===== src/rtl/core/ekx_pkg.sv =====
// ----------------------------------------------------------------------------
// ekx_pkg
// shared constants for the extrema keyframe extractor
// ----------------------------------------------------------------------------
package ekx_pkg;

    localparam int SCALE_BITS    = 16;
    localparam int RATE_BITS     = 18;
    localparam int DEN_BITS      = RATE_BITS + 1;
    localparam int POS_BITS      = 24;
    localparam int CFG_ADDR_BITS = 1;
    localparam int CFG_DATA_BITS = RATE_BITS;
    localparam int QUEUE_DEPTH   = 4;

    localparam logic [CFG_ADDR_BITS-1:0] REG_TIME_SCALE  = 1'd0;
    localparam logic [CFG_ADDR_BITS-1:0] REG_SAMPLE_RATE = 1'd1;

    localparam logic [SCALE_BITS-1:0] TIME_SCALE_RESET  = 16'd1000;
    localparam logic [RATE_BITS-1:0]  SAMPLE_RATE_RESET = 18'd8000;

endpackage


===== src/rtl/core/ekx_queue.sv =====
// ----------------------------------------------------------------------------
// ekx_queue
// short fifo of candidate operations between front and back
// ----------------------------------------------------------------------------
module ekx_queue #(
    parameter int WIDTH = 41
) (
    input  logic             clk,
    input  logic             rst_n,
    input  logic             push,
    input  logic [WIDTH-1:0] push_data,
    output logic             full,
    input  logic             pop,
    output logic [WIDTH-1:0] pop_data,
    output logic             empty
);

    localparam int PTR_W = $clog2(ekx_pkg::QUEUE_DEPTH);
    localparam int CNT_W = $clog2(ekx_pkg::QUEUE_DEPTH + 1);

    logic [WIDTH-1:0] mem_reg [ekx_pkg::QUEUE_DEPTH];
    logic [PTR_W-1:0] wr_ptr_reg;
    logic [PTR_W-1:0] wr_ptr_next;
    logic [PTR_W-1:0] rd_ptr_reg;
    logic [PTR_W-1:0] rd_ptr_next;
    logic [CNT_W-1:0] count_reg;
    logic [CNT_W-1:0] count_next;
    logic             do_push;
    logic             do_pop;

    assign full     = (count_reg == CNT_W'(ekx_pkg::QUEUE_DEPTH));
    assign empty    = (count_reg == '0);
    assign do_push  = push && !full;
    assign do_pop   = pop && !empty;
    assign pop_data = mem_reg[rd_ptr_reg];

    always_comb
    begin
        wr_ptr_next = do_push ? wr_ptr_reg + PTR_W'(1) : wr_ptr_reg;
        rd_ptr_next = do_pop ? rd_ptr_reg + PTR_W'(1) : rd_ptr_reg;
        count_next  = count_reg;
        if (do_push && !do_pop)
        begin
            count_next = count_reg + CNT_W'(1);
        end
        else if (!do_push && do_pop)
        begin
            count_next = count_reg - CNT_W'(1);
        end
    end

    always_ff @(posedge clk or negedge rst_n)
    begin
        if (!rst_n)
        begin
            wr_ptr_reg <= '0;
            rd_ptr_reg <= '0;
            count_reg  <= '0;
        end
        else
        begin
            wr_ptr_reg <= wr_ptr_next;
            rd_ptr_reg <= rd_ptr_next;
            count_reg  <= count_next;
        end
    end

    always_ff @(posedge clk)
    begin
        if (do_push)
        begin
            mem_reg[wr_ptr_reg] <= push_data;
        end
    end

endmodule


===== src/rtl/core/ekx_front.sv =====
// ----------------------------------------------------------------------------
// ekx_front
// sample window, index tracking and candidate classification
// ----------------------------------------------------------------------------
module ekx_front #(
    parameter int SAMPLE_BITS = 16,
    parameter int INDEX_BITS  = 24
) (
    input  logic                                    clk,
    input  logic                                    rst_n,
    input  logic                                    in_valid,
    output logic                                    in_ready,
    input  logic signed [SAMPLE_BITS-1:0]           in_sample,
    input  logic                                    in_final,
    output logic                                    push,
    output logic [INDEX_BITS+SAMPLE_BITS:0]         push_data,
    input  logic                                    queue_full
);

    localparam int OP_W = INDEX_BITS + SAMPLE_BITS + 1;

    logic signed [SAMPLE_BITS-1:0] older_reg;
    logic signed [SAMPLE_BITS-1:0] older_next;
    logic signed [SAMPLE_BITS-1:0] middle_reg;
    logic signed [SAMPLE_BITS-1:0] middle_next;
    logic [INDEX_BITS-1:0]         index_reg;
    logic [INDEX_BITS-1:0]         index_next;
    logic                          hold_valid_reg;
    logic                          hold_valid_next;
    logic [OP_W-1:0]               hold_op_reg;
    logic [OP_W-1:0]               hold_op_next;
    logic                          accept;
    logic                          is_first;
    logic                          is_interior;
    logic                          extremum;
    logic                          flat;
    logic                          op_a_valid;
    logic [OP_W-1:0]               op_a;
    logic [OP_W-1:0]               op_b;

    assign in_ready = !hold_valid_reg && !queue_full;
    assign accept   = in_valid && in_ready;

    always_comb
    begin
        is_first    = (index_reg == '0);
        is_interior = (index_reg[INDEX_BITS-1:1] != '0);
        extremum    = ((middle_reg >= older_reg) && (middle_reg >= in_sample)) ||
                      ((middle_reg <= older_reg) && (middle_reg <= in_sample));
        flat        = (middle_reg == older_reg) && (middle_reg == in_sample);
        op_a_valid  = is_first || (is_interior && extremum && !flat);
        if (is_first)
        begin
            op_a = {1'b0, in_sample, {INDEX_BITS{1'b0}}};
        end
        else
        begin
            op_a = {1'b0, middle_reg, index_reg - INDEX_BITS'(1)};
        end
        op_b = {1'b1, in_sample, index_reg};
    end

    always_comb
    begin
        push            = 1'b0;
        push_data       = hold_op_reg;
        hold_valid_next = hold_valid_reg;
        hold_op_next    = hold_op_reg;
        older_next      = older_reg;
        middle_next     = middle_reg;
        index_next      = index_reg;
        if (hold_valid_reg)
        begin
            if (!queue_full)
            begin
                push            = 1'b1;
                hold_valid_next = 1'b0;
            end
        end
        else if (accept)
        begin
            if (op_a_valid)
            begin
                push            = 1'b1;
                push_data       = op_a;
                hold_valid_next = in_final;
                hold_op_next    = op_b;
            end
            else if (in_final)
            begin
                push      = 1'b1;
                push_data = op_b;
            end
            if (in_final)
            begin
                older_next  = '0;
                middle_next = '0;
                index_next  = '0;
            end
            else
            begin
                older_next  = middle_reg;
                middle_next = in_sample;
                if (index_reg != '1)
                begin
                    index_next = index_reg + INDEX_BITS'(1);
                end
            end
        end
    end

    always_ff @(posedge clk or negedge rst_n)
    begin
        if (!rst_n)
        begin
            older_reg      <= '0;
            middle_reg     <= '0;
            index_reg      <= '0;
            hold_valid_reg <= 1'b0;
        end
        else
        begin
            older_reg      <= older_next;
            middle_reg     <= middle_next;
            index_reg      <= index_next;
            hold_valid_reg <= hold_valid_next;
        end
    end

    always_ff @(posedge clk)
    begin
        hold_op_reg <= hold_op_next;
    end

endmodule


===== src/rtl/core/ekx_back.sv =====
// ----------------------------------------------------------------------------
// ekx_back
// position mapping by serial division, pending slot merge and result output
// ----------------------------------------------------------------------------
module ekx_back #(
    parameter int SAMPLE_BITS = 16,
    parameter int INDEX_BITS  = 24
) (
    input  logic                                  clk,
    input  logic                                  rst_n,
    input  logic [ekx_pkg::SCALE_BITS-1:0]        time_scale,
    input  logic [ekx_pkg::RATE_BITS-1:0]         sample_rate,
    input  logic                                  queue_empty,
    input  logic [INDEX_BITS+SAMPLE_BITS:0]       pop_data,
    output logic                                  pop,
    output logic                                  out_valid,
    input  logic                                  out_ready,
    output logic [ekx_pkg::POS_BITS-1:0]          out_position,
    output logic signed [SAMPLE_BITS-1:0]         out_value,
    output logic                                  out_last
);

    localparam int POS_W  = ekx_pkg::POS_BITS;
    localparam int DEN_W  = ekx_pkg::DEN_BITS;
    localparam int PROD_W = ekx_pkg::SCALE_BITS + INDEX_BITS;
    localparam int NUM_W  = PROD_W + 2;
    localparam int HI_W   = NUM_W - POS_W;
    localparam int CMP_W  = (HI_W > DEN_W) ? HI_W : DEN_W;
    localparam int CNT_W  = $clog2(POS_W);

    localparam logic [2:0] ST_IDLE  = 3'd0;
    localparam logic [2:0] ST_MUL   = 3'd1;
    localparam logic [2:0] ST_ADD   = 3'd2;
    localparam logic [2:0] ST_CHK   = 3'd3;
    localparam logic [2:0] ST_DIV   = 3'd4;
    localparam logic [2:0] ST_UPD   = 3'd5;
    localparam logic [2:0] ST_FLUSH = 3'd6;

    logic [2:0]                    state_reg;
    logic [2:0]                    state_next;
    logic [INDEX_BITS-1:0]         idx_reg;
    logic [INDEX_BITS-1:0]         idx_next;
    logic signed [SAMPLE_BITS-1:0] val_reg;
    logic signed [SAMPLE_BITS-1:0] val_next;
    logic                          flush_reg;
    logic                          flush_next;
    logic [PROD_W-1:0]             prod_reg;
    logic [PROD_W-1:0]             prod_next;
    logic [NUM_W-1:0]              num_reg;
    logic [NUM_W-1:0]              num_next;
    logic [DEN_W-1:0]              rem_reg;
    logic [DEN_W-1:0]              rem_next;
    logic [POS_W-1:0]              quo_reg;
    logic [POS_W-1:0]              quo_next;
    logic [CNT_W-1:0]              cnt_reg;
    logic [CNT_W-1:0]              cnt_next;
    logic                          pend_valid_reg;
    logic                          pend_valid_next;
    logic [POS_W-1:0]              pend_pos_reg;
    logic [POS_W-1:0]              pend_pos_next;
    logic signed [SAMPLE_BITS-1:0] pend_val_reg;
    logic signed [SAMPLE_BITS-1:0] pend_val_next;
    logic                          out_valid_reg;
    logic                          out_valid_next;
    logic [POS_W-1:0]              out_pos_reg;
    logic [POS_W-1:0]              out_pos_next;
    logic signed [SAMPLE_BITS-1:0] out_val_reg;
    logic signed [SAMPLE_BITS-1:0] out_val_next;
    logic                          out_last_reg;
    logic                          out_last_next;
    logic                          out_free;
    logic [DEN_W-1:0]              den;
    logic [DEN_W:0]                trial;
    logic [DEN_W:0]                diff;
    logic                          emit_need;

    assign out_valid    = out_valid_reg;
    assign out_position = out_pos_reg;
    assign out_value    = out_val_reg;
    assign out_last     = out_last_reg;
    assign out_free     = !out_valid_reg || out_ready;
    assign den          = {sample_rate, 1'b0};
    assign trial        = {rem_reg, num_reg[POS_W-1]};
    assign diff         = trial - {1'b0, den};
    assign emit_need    = pend_valid_reg && (quo_reg > pend_pos_reg);

    always_comb
    begin
        state_next      = state_reg;
        idx_next        = idx_reg;
        val_next        = val_reg;
        flush_next      = flush_reg;
        prod_next       = prod_reg;
        num_next        = num_reg;
        rem_next        = rem_reg;
        quo_next        = quo_reg;
        cnt_next        = cnt_reg;
        pend_valid_next = pend_valid_reg;
        pend_pos_next   = pend_pos_reg;
        pend_val_next   = pend_val_reg;
        out_valid_next  = out_valid_reg && !out_ready;
        out_pos_next    = out_pos_reg;
        out_val_next    = out_val_reg;
        out_last_next   = out_last_reg;
        pop             = 1'b0;
        unique case (state_reg)
            ST_IDLE:
            begin
                if (!queue_empty)
                begin
                    pop        = 1'b1;
                    idx_next   = pop_data[INDEX_BITS-1:0];
                    val_next   = pop_data[INDEX_BITS +: SAMPLE_BITS];
                    flush_next = pop_data[INDEX_BITS+SAMPLE_BITS];
                    state_next = ST_MUL;
                end
            end
            ST_MUL:
            begin
                prod_next  = PROD_W'(time_scale) * PROD_W'(idx_reg);
                state_next = ST_ADD;
            end
            ST_ADD:
            begin
                num_next   = NUM_W'({prod_reg, 1'b0}) + NUM_W'(sample_rate);
                state_next = ST_CHK;
            end
            ST_CHK:
            begin
                // quotient would not fit, or zero rate
                if (CMP_W'(num_reg[NUM_W-1:POS_W]) >= CMP_W'(den))
                begin
                    quo_next   = '1;
                    state_next = ST_UPD;
                end
                else
                begin
                    rem_next   = DEN_W'(num_reg[NUM_W-1:POS_W]);
                    quo_next   = '0;
                    cnt_next   = '0;
                    state_next = ST_DIV;
                end
            end
            ST_DIV:
            begin
                num_next = num_reg << 1;
                if (!diff[DEN_W])
                begin
                    rem_next = diff[DEN_W-1:0];
                    quo_next = {quo_reg[POS_W-2:0], 1'b1};
                end
                else
                begin
                    rem_next = trial[DEN_W-1:0];
                    quo_next = {quo_reg[POS_W-2:0], 1'b0};
                end
                cnt_next = cnt_reg + CNT_W'(1);
                if (cnt_reg == CNT_W'(POS_W - 1))
                begin
                    state_next = ST_UPD;
                end
            end
            ST_UPD:
            begin
                if (!emit_need || out_free)
                begin
                    if (!pend_valid_reg)
                    begin
                        pend_valid_next = 1'b1;
                        pend_pos_next   = quo_reg;
                        pend_val_next   = val_reg;
                    end
                    else if (emit_need)
                    begin
                        out_valid_next = 1'b1;
                        out_pos_next   = pend_pos_reg;
                        out_val_next   = pend_val_reg;
                        out_last_next  = 1'b0;
                        pend_pos_next  = quo_reg;
                        pend_val_next  = val_reg;
                    end
                    else if (quo_reg == pend_pos_reg)
                    begin
                        pend_val_next = val_reg;
                    end
                    state_next = flush_reg ? ST_FLUSH : ST_IDLE;
                end
            end
            ST_FLUSH:
            begin
                if (out_free)
                begin
                    out_valid_next  = 1'b1;
                    out_pos_next    = pend_pos_reg;
                    out_val_next    = pend_val_reg;
                    out_last_next   = 1'b1;
                    pend_valid_next = 1'b0;
                    pend_pos_next   = '0;
                    pend_val_next   = '0;
                    state_next      = ST_IDLE;
                end
            end
            default:
            begin
                state_next = ST_IDLE;
            end
        endcase
    end

    always_ff @(posedge clk or negedge rst_n)
    begin
        if (!rst_n)
        begin
            state_reg      <= ST_IDLE;
            pend_valid_reg <= 1'b0;
            out_valid_reg  <= 1'b0;
        end
        else
        begin
            state_reg      <= state_next;
            pend_valid_reg <= pend_valid_next;
            out_valid_reg  <= out_valid_next;
        end
    end

    always_ff @(posedge clk)
    begin
        idx_reg      <= idx_next;
        val_reg      <= val_next;
        flush_reg    <= flush_next;
        prod_reg     <= prod_next;
        num_reg      <= num_next;
        rem_reg      <= rem_next;
        quo_reg      <= quo_next;
        cnt_reg      <= cnt_next;
        pend_pos_reg <= pend_pos_next;
        pend_val_reg <= pend_val_next;
        out_pos_reg  <= out_pos_next;
        out_val_reg  <= out_val_next;
        out_last_reg <= out_last_next;
    end

endmodule


===== src/rtl/core/extrema_keyframe_extractor_core.sv =====
// ----------------------------------------------------------------------------
// extrema_keyframe_extractor_core
// local extrema keyframe extraction with tick position mapping
// ----------------------------------------------------------------------------
// usage
//   s_axis carries one signed sample per transfer, tlast on the last sample
//   of a signal. m_axis carries keyframes: position and value in tdata,
//   tlast on the final keyframe of the signal.
//   cfg_we/cfg_addr/cfg_wdata write time_scale (0) and sample_rate (1);
//   write only while no sample is in flight.
// timing
//   the front takes a sample per cycle while the 4-entry candidate queue has
//   room; a final sample with two candidates holds s_axis until both are queued.
//   the back works on one candidate at a time (pop, multiply, add, range
//   check, 24-step restoring divider, merge), skips the divider when the
//   position saturates and adds a flush for a final one; it pops the next
//   candidate only once the last is merged (and, if final, flushed). samples
//   without a candidate cost the back nothing.
// reset and stalls
//   reset clears the sample window, index, pending keyframe and queue and
//   loads time_scale 1000 and sample_rate 8000. a stalled m_axis holds its
//   keyframe; the back waits, the queue fills, then s_axis_tready drops.
// ----------------------------------------------------------------------------
module extrema_keyframe_extractor_core #(
    parameter int SAMPLE_BITS = 16,
    parameter int INDEX_BITS  = 24
) (
    input  logic                                     clk,
    input  logic                                     rst_n,
    input  logic                                     s_axis_tvalid,
    output logic                                     s_axis_tready,
    // sample
    input  logic [((SAMPLE_BITS+7)/8)*8-1:0]         s_axis_tdata,
    input  logic                                     s_axis_tlast,
    output logic                                     m_axis_tvalid,
    input  logic                                     m_axis_tready,
    // key_position, key_value
    output logic [((ekx_pkg::POS_BITS+SAMPLE_BITS+7)/8)*8-1:0] m_axis_tdata,
    output logic                                     m_axis_tlast,
    input  logic                                     cfg_we,
    input  logic [ekx_pkg::CFG_ADDR_BITS-1:0]        cfg_addr,
    input  logic [ekx_pkg::CFG_DATA_BITS-1:0]        cfg_wdata
);

    localparam int OP_W     = INDEX_BITS + SAMPLE_BITS + 1;
    localparam int OUT_BITS = ekx_pkg::POS_BITS + SAMPLE_BITS;
    localparam int OUT_W    = ((OUT_BITS + 7) / 8) * 8;

    logic [ekx_pkg::SCALE_BITS-1:0] time_scale_reg;
    logic [ekx_pkg::RATE_BITS-1:0]  sample_rate_reg;
    logic                           push;
    logic [OP_W-1:0]                push_data;
    logic                           queue_full;
    logic                           queue_empty;
    logic                           pop;
    logic [OP_W-1:0]                pop_data;
    logic [ekx_pkg::POS_BITS-1:0]   key_position;
    logic signed [SAMPLE_BITS-1:0]  key_value;

    always_ff @(posedge clk or negedge rst_n)
    begin
        if (!rst_n)
        begin
            time_scale_reg  <= ekx_pkg::TIME_SCALE_RESET;
            sample_rate_reg <= ekx_pkg::SAMPLE_RATE_RESET;
        end
        else if (cfg_we)
        begin
            unique case (cfg_addr)
                ekx_pkg::REG_TIME_SCALE:
                begin
                    time_scale_reg <= cfg_wdata[ekx_pkg::SCALE_BITS-1:0];
                end
                ekx_pkg::REG_SAMPLE_RATE:
                begin
                    sample_rate_reg <= cfg_wdata;
                end
                default:
                begin
                    sample_rate_reg <= sample_rate_reg;
                end
            endcase
        end
    end

    ekx_front #(
        .SAMPLE_BITS (SAMPLE_BITS),
        .INDEX_BITS  (INDEX_BITS)
    ) u_front (
        .clk        (clk),
        .rst_n      (rst_n),
        .in_valid   (s_axis_tvalid),
        .in_ready   (s_axis_tready),
        .in_sample  (s_axis_tdata[SAMPLE_BITS-1:0]),
        .in_final   (s_axis_tlast),
        .push       (push),
        .push_data  (push_data),
        .queue_full (queue_full)
    );

    ekx_queue #(
        .WIDTH (OP_W)
    ) u_queue (
        .clk       (clk),
        .rst_n     (rst_n),
        .push      (push),
        .push_data (push_data),
        .full      (queue_full),
        .pop       (pop),
        .pop_data  (pop_data),
        .empty     (queue_empty)
    );

    ekx_back #(
        .SAMPLE_BITS (SAMPLE_BITS),
        .INDEX_BITS  (INDEX_BITS)
    ) u_back (
        .clk          (clk),
        .rst_n        (rst_n),
        .time_scale   (time_scale_reg),
        .sample_rate  (sample_rate_reg),
        .queue_empty  (queue_empty),
        .pop_data     (pop_data),
        .pop          (pop),
        .out_valid    (m_axis_tvalid),
        .out_ready    (m_axis_tready),
        .out_position (key_position),
        .out_value    (key_value),
        .out_last     (m_axis_tlast)
    );

    assign m_axis_tdata = OUT_W'({key_value, key_position});

endmodule


===== config.mk =====
export PLATFORM = sky130hd
export DESIGN_NAME = extrema_keyframe_extractor_core
export DESIGN_NICKNAME = d
export VERILOG_FILES = /design/src/rtl/core/ekx_pkg.sv /design/src/rtl/core/ekx_queue.sv /design/src/rtl/core/ekx_front.sv /design/src/rtl/core/ekx_back.sv /design/src/rtl/core/extrema_keyframe_extractor_core.sv
export SDC_FILE = /design/constraint.sdc
export NUM_CORES = 2
export LEC_CHECK = 0
export ABC_AREA = 1
export BUFFER_PORTS_ARGS = -buffer_cell sky130_fd_sc_hd__buf_2
export CAP_MARGIN = 0
export CORE_MARGIN = 10
export CORE_UTILIZATION = 34
export DETAILED_ROUTE_END_ITERATION = 8
export PLACE_DENSITY = 0.55
export SLEW_MARGIN = 15
export SYNTH_ARGS = -nofsm -noshare
export SYNTH_HDL_FRONTEND = slang
export SYNTH_SLANG_ARGS = --single-unit

===== constraint.sdc =====
create_clock -name clk -period 16.5 [get_ports clk]
set_clock_uncertainty 0.05 [all_clocks]
set_input_delay 0.825 -clock clk [delete_from_list [all_inputs] [get_ports clk]]
set_output_delay 0.825 -clock clk [all_outputs]
set_load 0.01 [all_outputs]

==> results.sh <==
export IMPL_status="finished clean"
export IMPL_grt_usage_pct=15.2
export IMPL_ctsResizeCount=0
export IMPL_place_hpwl_mm=73.3
export IMPL_first_pass_iters=6
export IMPL_fin_nets=4959
export IMPL_worst_r2r_setup_slack_ps=9710
export IMPL_hold_path_class="input port to asynchronous set/reset pin"
export IMPL_postLayoutCellArea_um2=43800
export IMPL_timing_rr_start="time_scale_reg[11]"
export IMPL_viasPerCell=4.81
export IMPL_post_cts_setup_buffers=0
export IMPL_placed_cell_area_um2=41800
export IMPL_die_h_um=363
export IMPL_crit_type="flop to flop"
export IMPL_drt_initial_drc_count=2110
export IMPL_routedWlPerCell_um=16.9
export IMPL_crit_required_ps=16820
export IMPL_synthCells=4409
export IMPL_clk_latency_ps=640
export IMPL_grt_pass1_vias=28500
export IMPL_gp_congestion=0.871
export IMPL_clock_path_buffers=3
export IMPL_initial_utilization_pct=34.3
export IMPL_synth_area_per_cell_um2=9.07
export IMPL_cp_data_arrival_time_ps=7110
export IMPL_grt_overflow=0
export IMPL_die_w_um=363
export IMPL_max_slew_worst_pin_slew_ps=1220
export IMPL_slew_headroom_pct=18.4
export IMPL_hold_slack_ps=204
export IMPL_postCtsHoldBufs=0
export IMPL_synth_edf_count=456
export IMPL_postRouteAntennaNets=0
export IMPL_drive_above_1_share_pct=6.43
export IMPL_cp_start_kind="flop"
export IMPL_drc=0
export IMPL_finalCritPeriodShare_pct=41.2
export IMPL_synth_area_um2=40000
export IMPL_largest_register_ffs=164
export IMPL_max_cap_violations=0
export IMPL_min_period_ps=6790
export IMPL_die_area_um2=132000
export IMPL_drv_slew=0
export IMPL_clockRootBuffer="clkbuf_16"
export IMPL_htree_num_levels=2
export IMPL_hold_viol_final=0
export IMPL_clk_pin_slew_ps=60
export IMPL_cp_end_kind="flop"
export IMPL_ios=84
export IMPL_final_setup_tns_ps=0
export IMPL_finalSetupViolCount=0
export IMPL_synth_top_area_share_pct=34.2
export IMPL_areaGrowthSynthToFinish_pct=9.58
export IMPL_cts_buffers_inserted=58
export IMPL_grt_pass1_wl_mm=161
export IMPL_synth_top_area_cell="edfxtp_1"
export IMPL_coreArea_um2=117000
export IMPL_io_buffers=83
export IMPL_worstReg2RegEnd="u_back.prod_reg[35]"
export IMPL_antenna_found_initial=5
export IMPL_crit_path_max_fanout=25
export IMPL_ys_warn_count=0
export IMPL_netlist_top_cells_area="edfxtp_1 (34%), fa_1 (15%), nand2_1 (8.6%), inv_1 (8.2%), ha_1 (7.1%)"
export IMPL_rows=125
export IMPL_vias=28600
export IMPL_clock_sinks=559
export IMPL_grt_max_degree=85
export IMPL_synth_seq_cells=559
export IMPL_drt_total_wl_mm=101
export IMPL_timing_fmax_ghz=0.147
export IMPL_async_reset_ff_share_pct=18.4
export IMPL_syn_num_nets=4987
export IMPL_cts_tree="yes"
export IMPL_fillers=11700
export IMPL_synthFlopType="edfxtp_1"
export IMPL_rsz0062_at_grt="no"
export IMPL_synth_seq_area_share_pct=40.7
export IMPL_r2r_cells=22
export IMPL_ys_types=63
-- cells in the final DEF (no fill, tap or decap), types with 8 or more instances in the layout --
master | Yosys | layout
a31oi_1 | 16 | 16
bufinv_16 | 0 | 12
fa_1 | 309 | 309
a21oi_1 | 181 | 180
clkbuf_1 | 163 | 14
ha_1 | 228 | 228
xor2_1 | 62 | 62
a21o_1 | 9 | 9
inv_2 | 11 | 14
nand2_1 | 919 | 915
dfrtp_1 | 91 | 90
inv_1 | 872 | 870
clkbuf_16 | 0 | 58
o21a_1 | 12 | 12
xnor2_1 | 29 | 29
nor2_2 | 10 | 9
buf_2 | 14 | 82
o21ai_1 | 23 | 23
o31ai_1 | 19 | 19
dfstp_2 | 12 | 12
nor3_1 | 39 | 38
nor4_1 | 8 | 8
nand2_2 | 5 | 9
clkinv_1 | 2 | 9
edfxtp_1 | 456 | 456
o21ai_0 | 335 | 335
nand4_1 | 26 | 26
o22ai_2 | 8 | 8
buf_4 | 5 | 26
nor2_1 | 293 | 287
nand3_1 | 109 | 109
o211ai_1 | 18 | 18
or2_2 | 9 | 9
o22ai_1 | 42 | 42
nor2_4 | 1 | 8
o21bai_1 | 9 | 9
clkinv_2 | 0 | 8
-- cell families (layout without fill, tap and decap cells) --
group / Yosys count / in the layout / share of synthesized area [%]
adders and majority gates: 537 / 537 / 22.6
DFF: 559 / 559 / 40.7
and+or+nand+nor: 1443 / 1443 / 14.7
AOI/OAI and AO/OA: 697 / 697 / 9.70
xor gates and xnor gates: 91 / 91 / 1.99
other: 0 / 1 / 0
buffers and inverters: 1081 / 1101 / 10.3
muxes: 1 / 1 / 0.0281
-- how the worst max path moves through the flow --
| stage | from | endpoint | slack (ps) | cells past startpoint |
|---|---|---|---|---|
| finish | time_scale_reg[11] | u_back.prod_reg[35] | 9710 | 22 |
| global route | time_scale_reg[11] | u_back.prod_reg[38] | 9410 | 20 |
| CTS | time_scale_reg[11] | u_back.prod_reg[38] | 9720 | 20 |
| detailed placement | time_scale_reg[11] | u_back.prod_reg[38] | 9760 | 20 |
| global placement | time_scale_reg[10] | u_back.prod_reg[38] | 9850 | 20 |
| floorplan | time_scale_reg[6] | u_back.prod_reg[35] | 10320 | 26 |
-- critical path: stages (launching register included) --
cell      delay (ps)
dfrtp_1         1150
nand2_1          190
fa_1             570
inv_1             50
fa_1             470
fa_1             520
fa_1             530
fa_1             550
inv_1             60
fa_1             520
inv_1             40
ha_1             360
a21oi_1          220
o21ai_0          140
o21bai_1         200
nand2_1           70
nand3_1          120
nand2_1           80
nand2_1           90
nand2_1           80
nand2_1           70
a21boi_0         280
xnor2_1          100
-- area by class of cell --
class	instances	area (µm²)	area share (%)
antenna	1	2.50	0.00571
clock buffer	72	1500	3.43
clock inverter	36	519	1.18
inverter	885	3320	7.58
multi-input combinational	2769	19700	44.9
sequential	559	16300	37.2
tap	1524	1910	4.35
timing repair buffer	108	606	1.38
-- layer usage --
layer,track usage (%),wire (µm),up-vias
met5,0,0,-
li1,-,-,14000
met3,2.19,5450,116
met2,23.7,44700,656
met1,22.0,48600,13900
met4,3.35,1780,0
-- Yosys cell counts, types with 3 or more instances --
library cell	instances
nand2_1	919
inv_1	872
edfxtp_1	456
o21ai_0	335
fa_1	309
nor2_1	293
ha_1	228
a21oi_1	181
clkbuf_1	163
nand3_1	109
dfrtp_1	91
xor2_1	62
o22ai_1	42
nor3_1	39
xnor2_1	29
nand4_1	26
o21ai_1	23
o31ai_1	19
o211ai_1	18
a31oi_1	16
buf_2	14
dfstp_2	12
o21a_1	12
buf_1	11
inv_2	11
nor2_2	10
a21o_1	9
o21bai_1	9
or2_2	9
nor4_1	8
o22ai_2	8
a21boi_0	7
buf_4	5
nand2_2	5
nor3_2	5
o2111ai_1	4
o221ai_1	4
and2_1	3
nand2_4	3
nand3b_1	3
-- metrics by stage --
stage,std cells,worst slack [ps],util [%]
2_1_floorplan,4409,10320,-
3_3_place_gp,5845,9850,35.9
3_5_place_dp,5845,9760,35.9
4_1_cts,5953,9720,37.6
5_1_grt,5953,9410,37.6
6_report,5954,9710,37.6
Power is left out: the tool's default activity adds up to more than one toggle a clock period on the data nets, which glitch-free logic cannot reach.
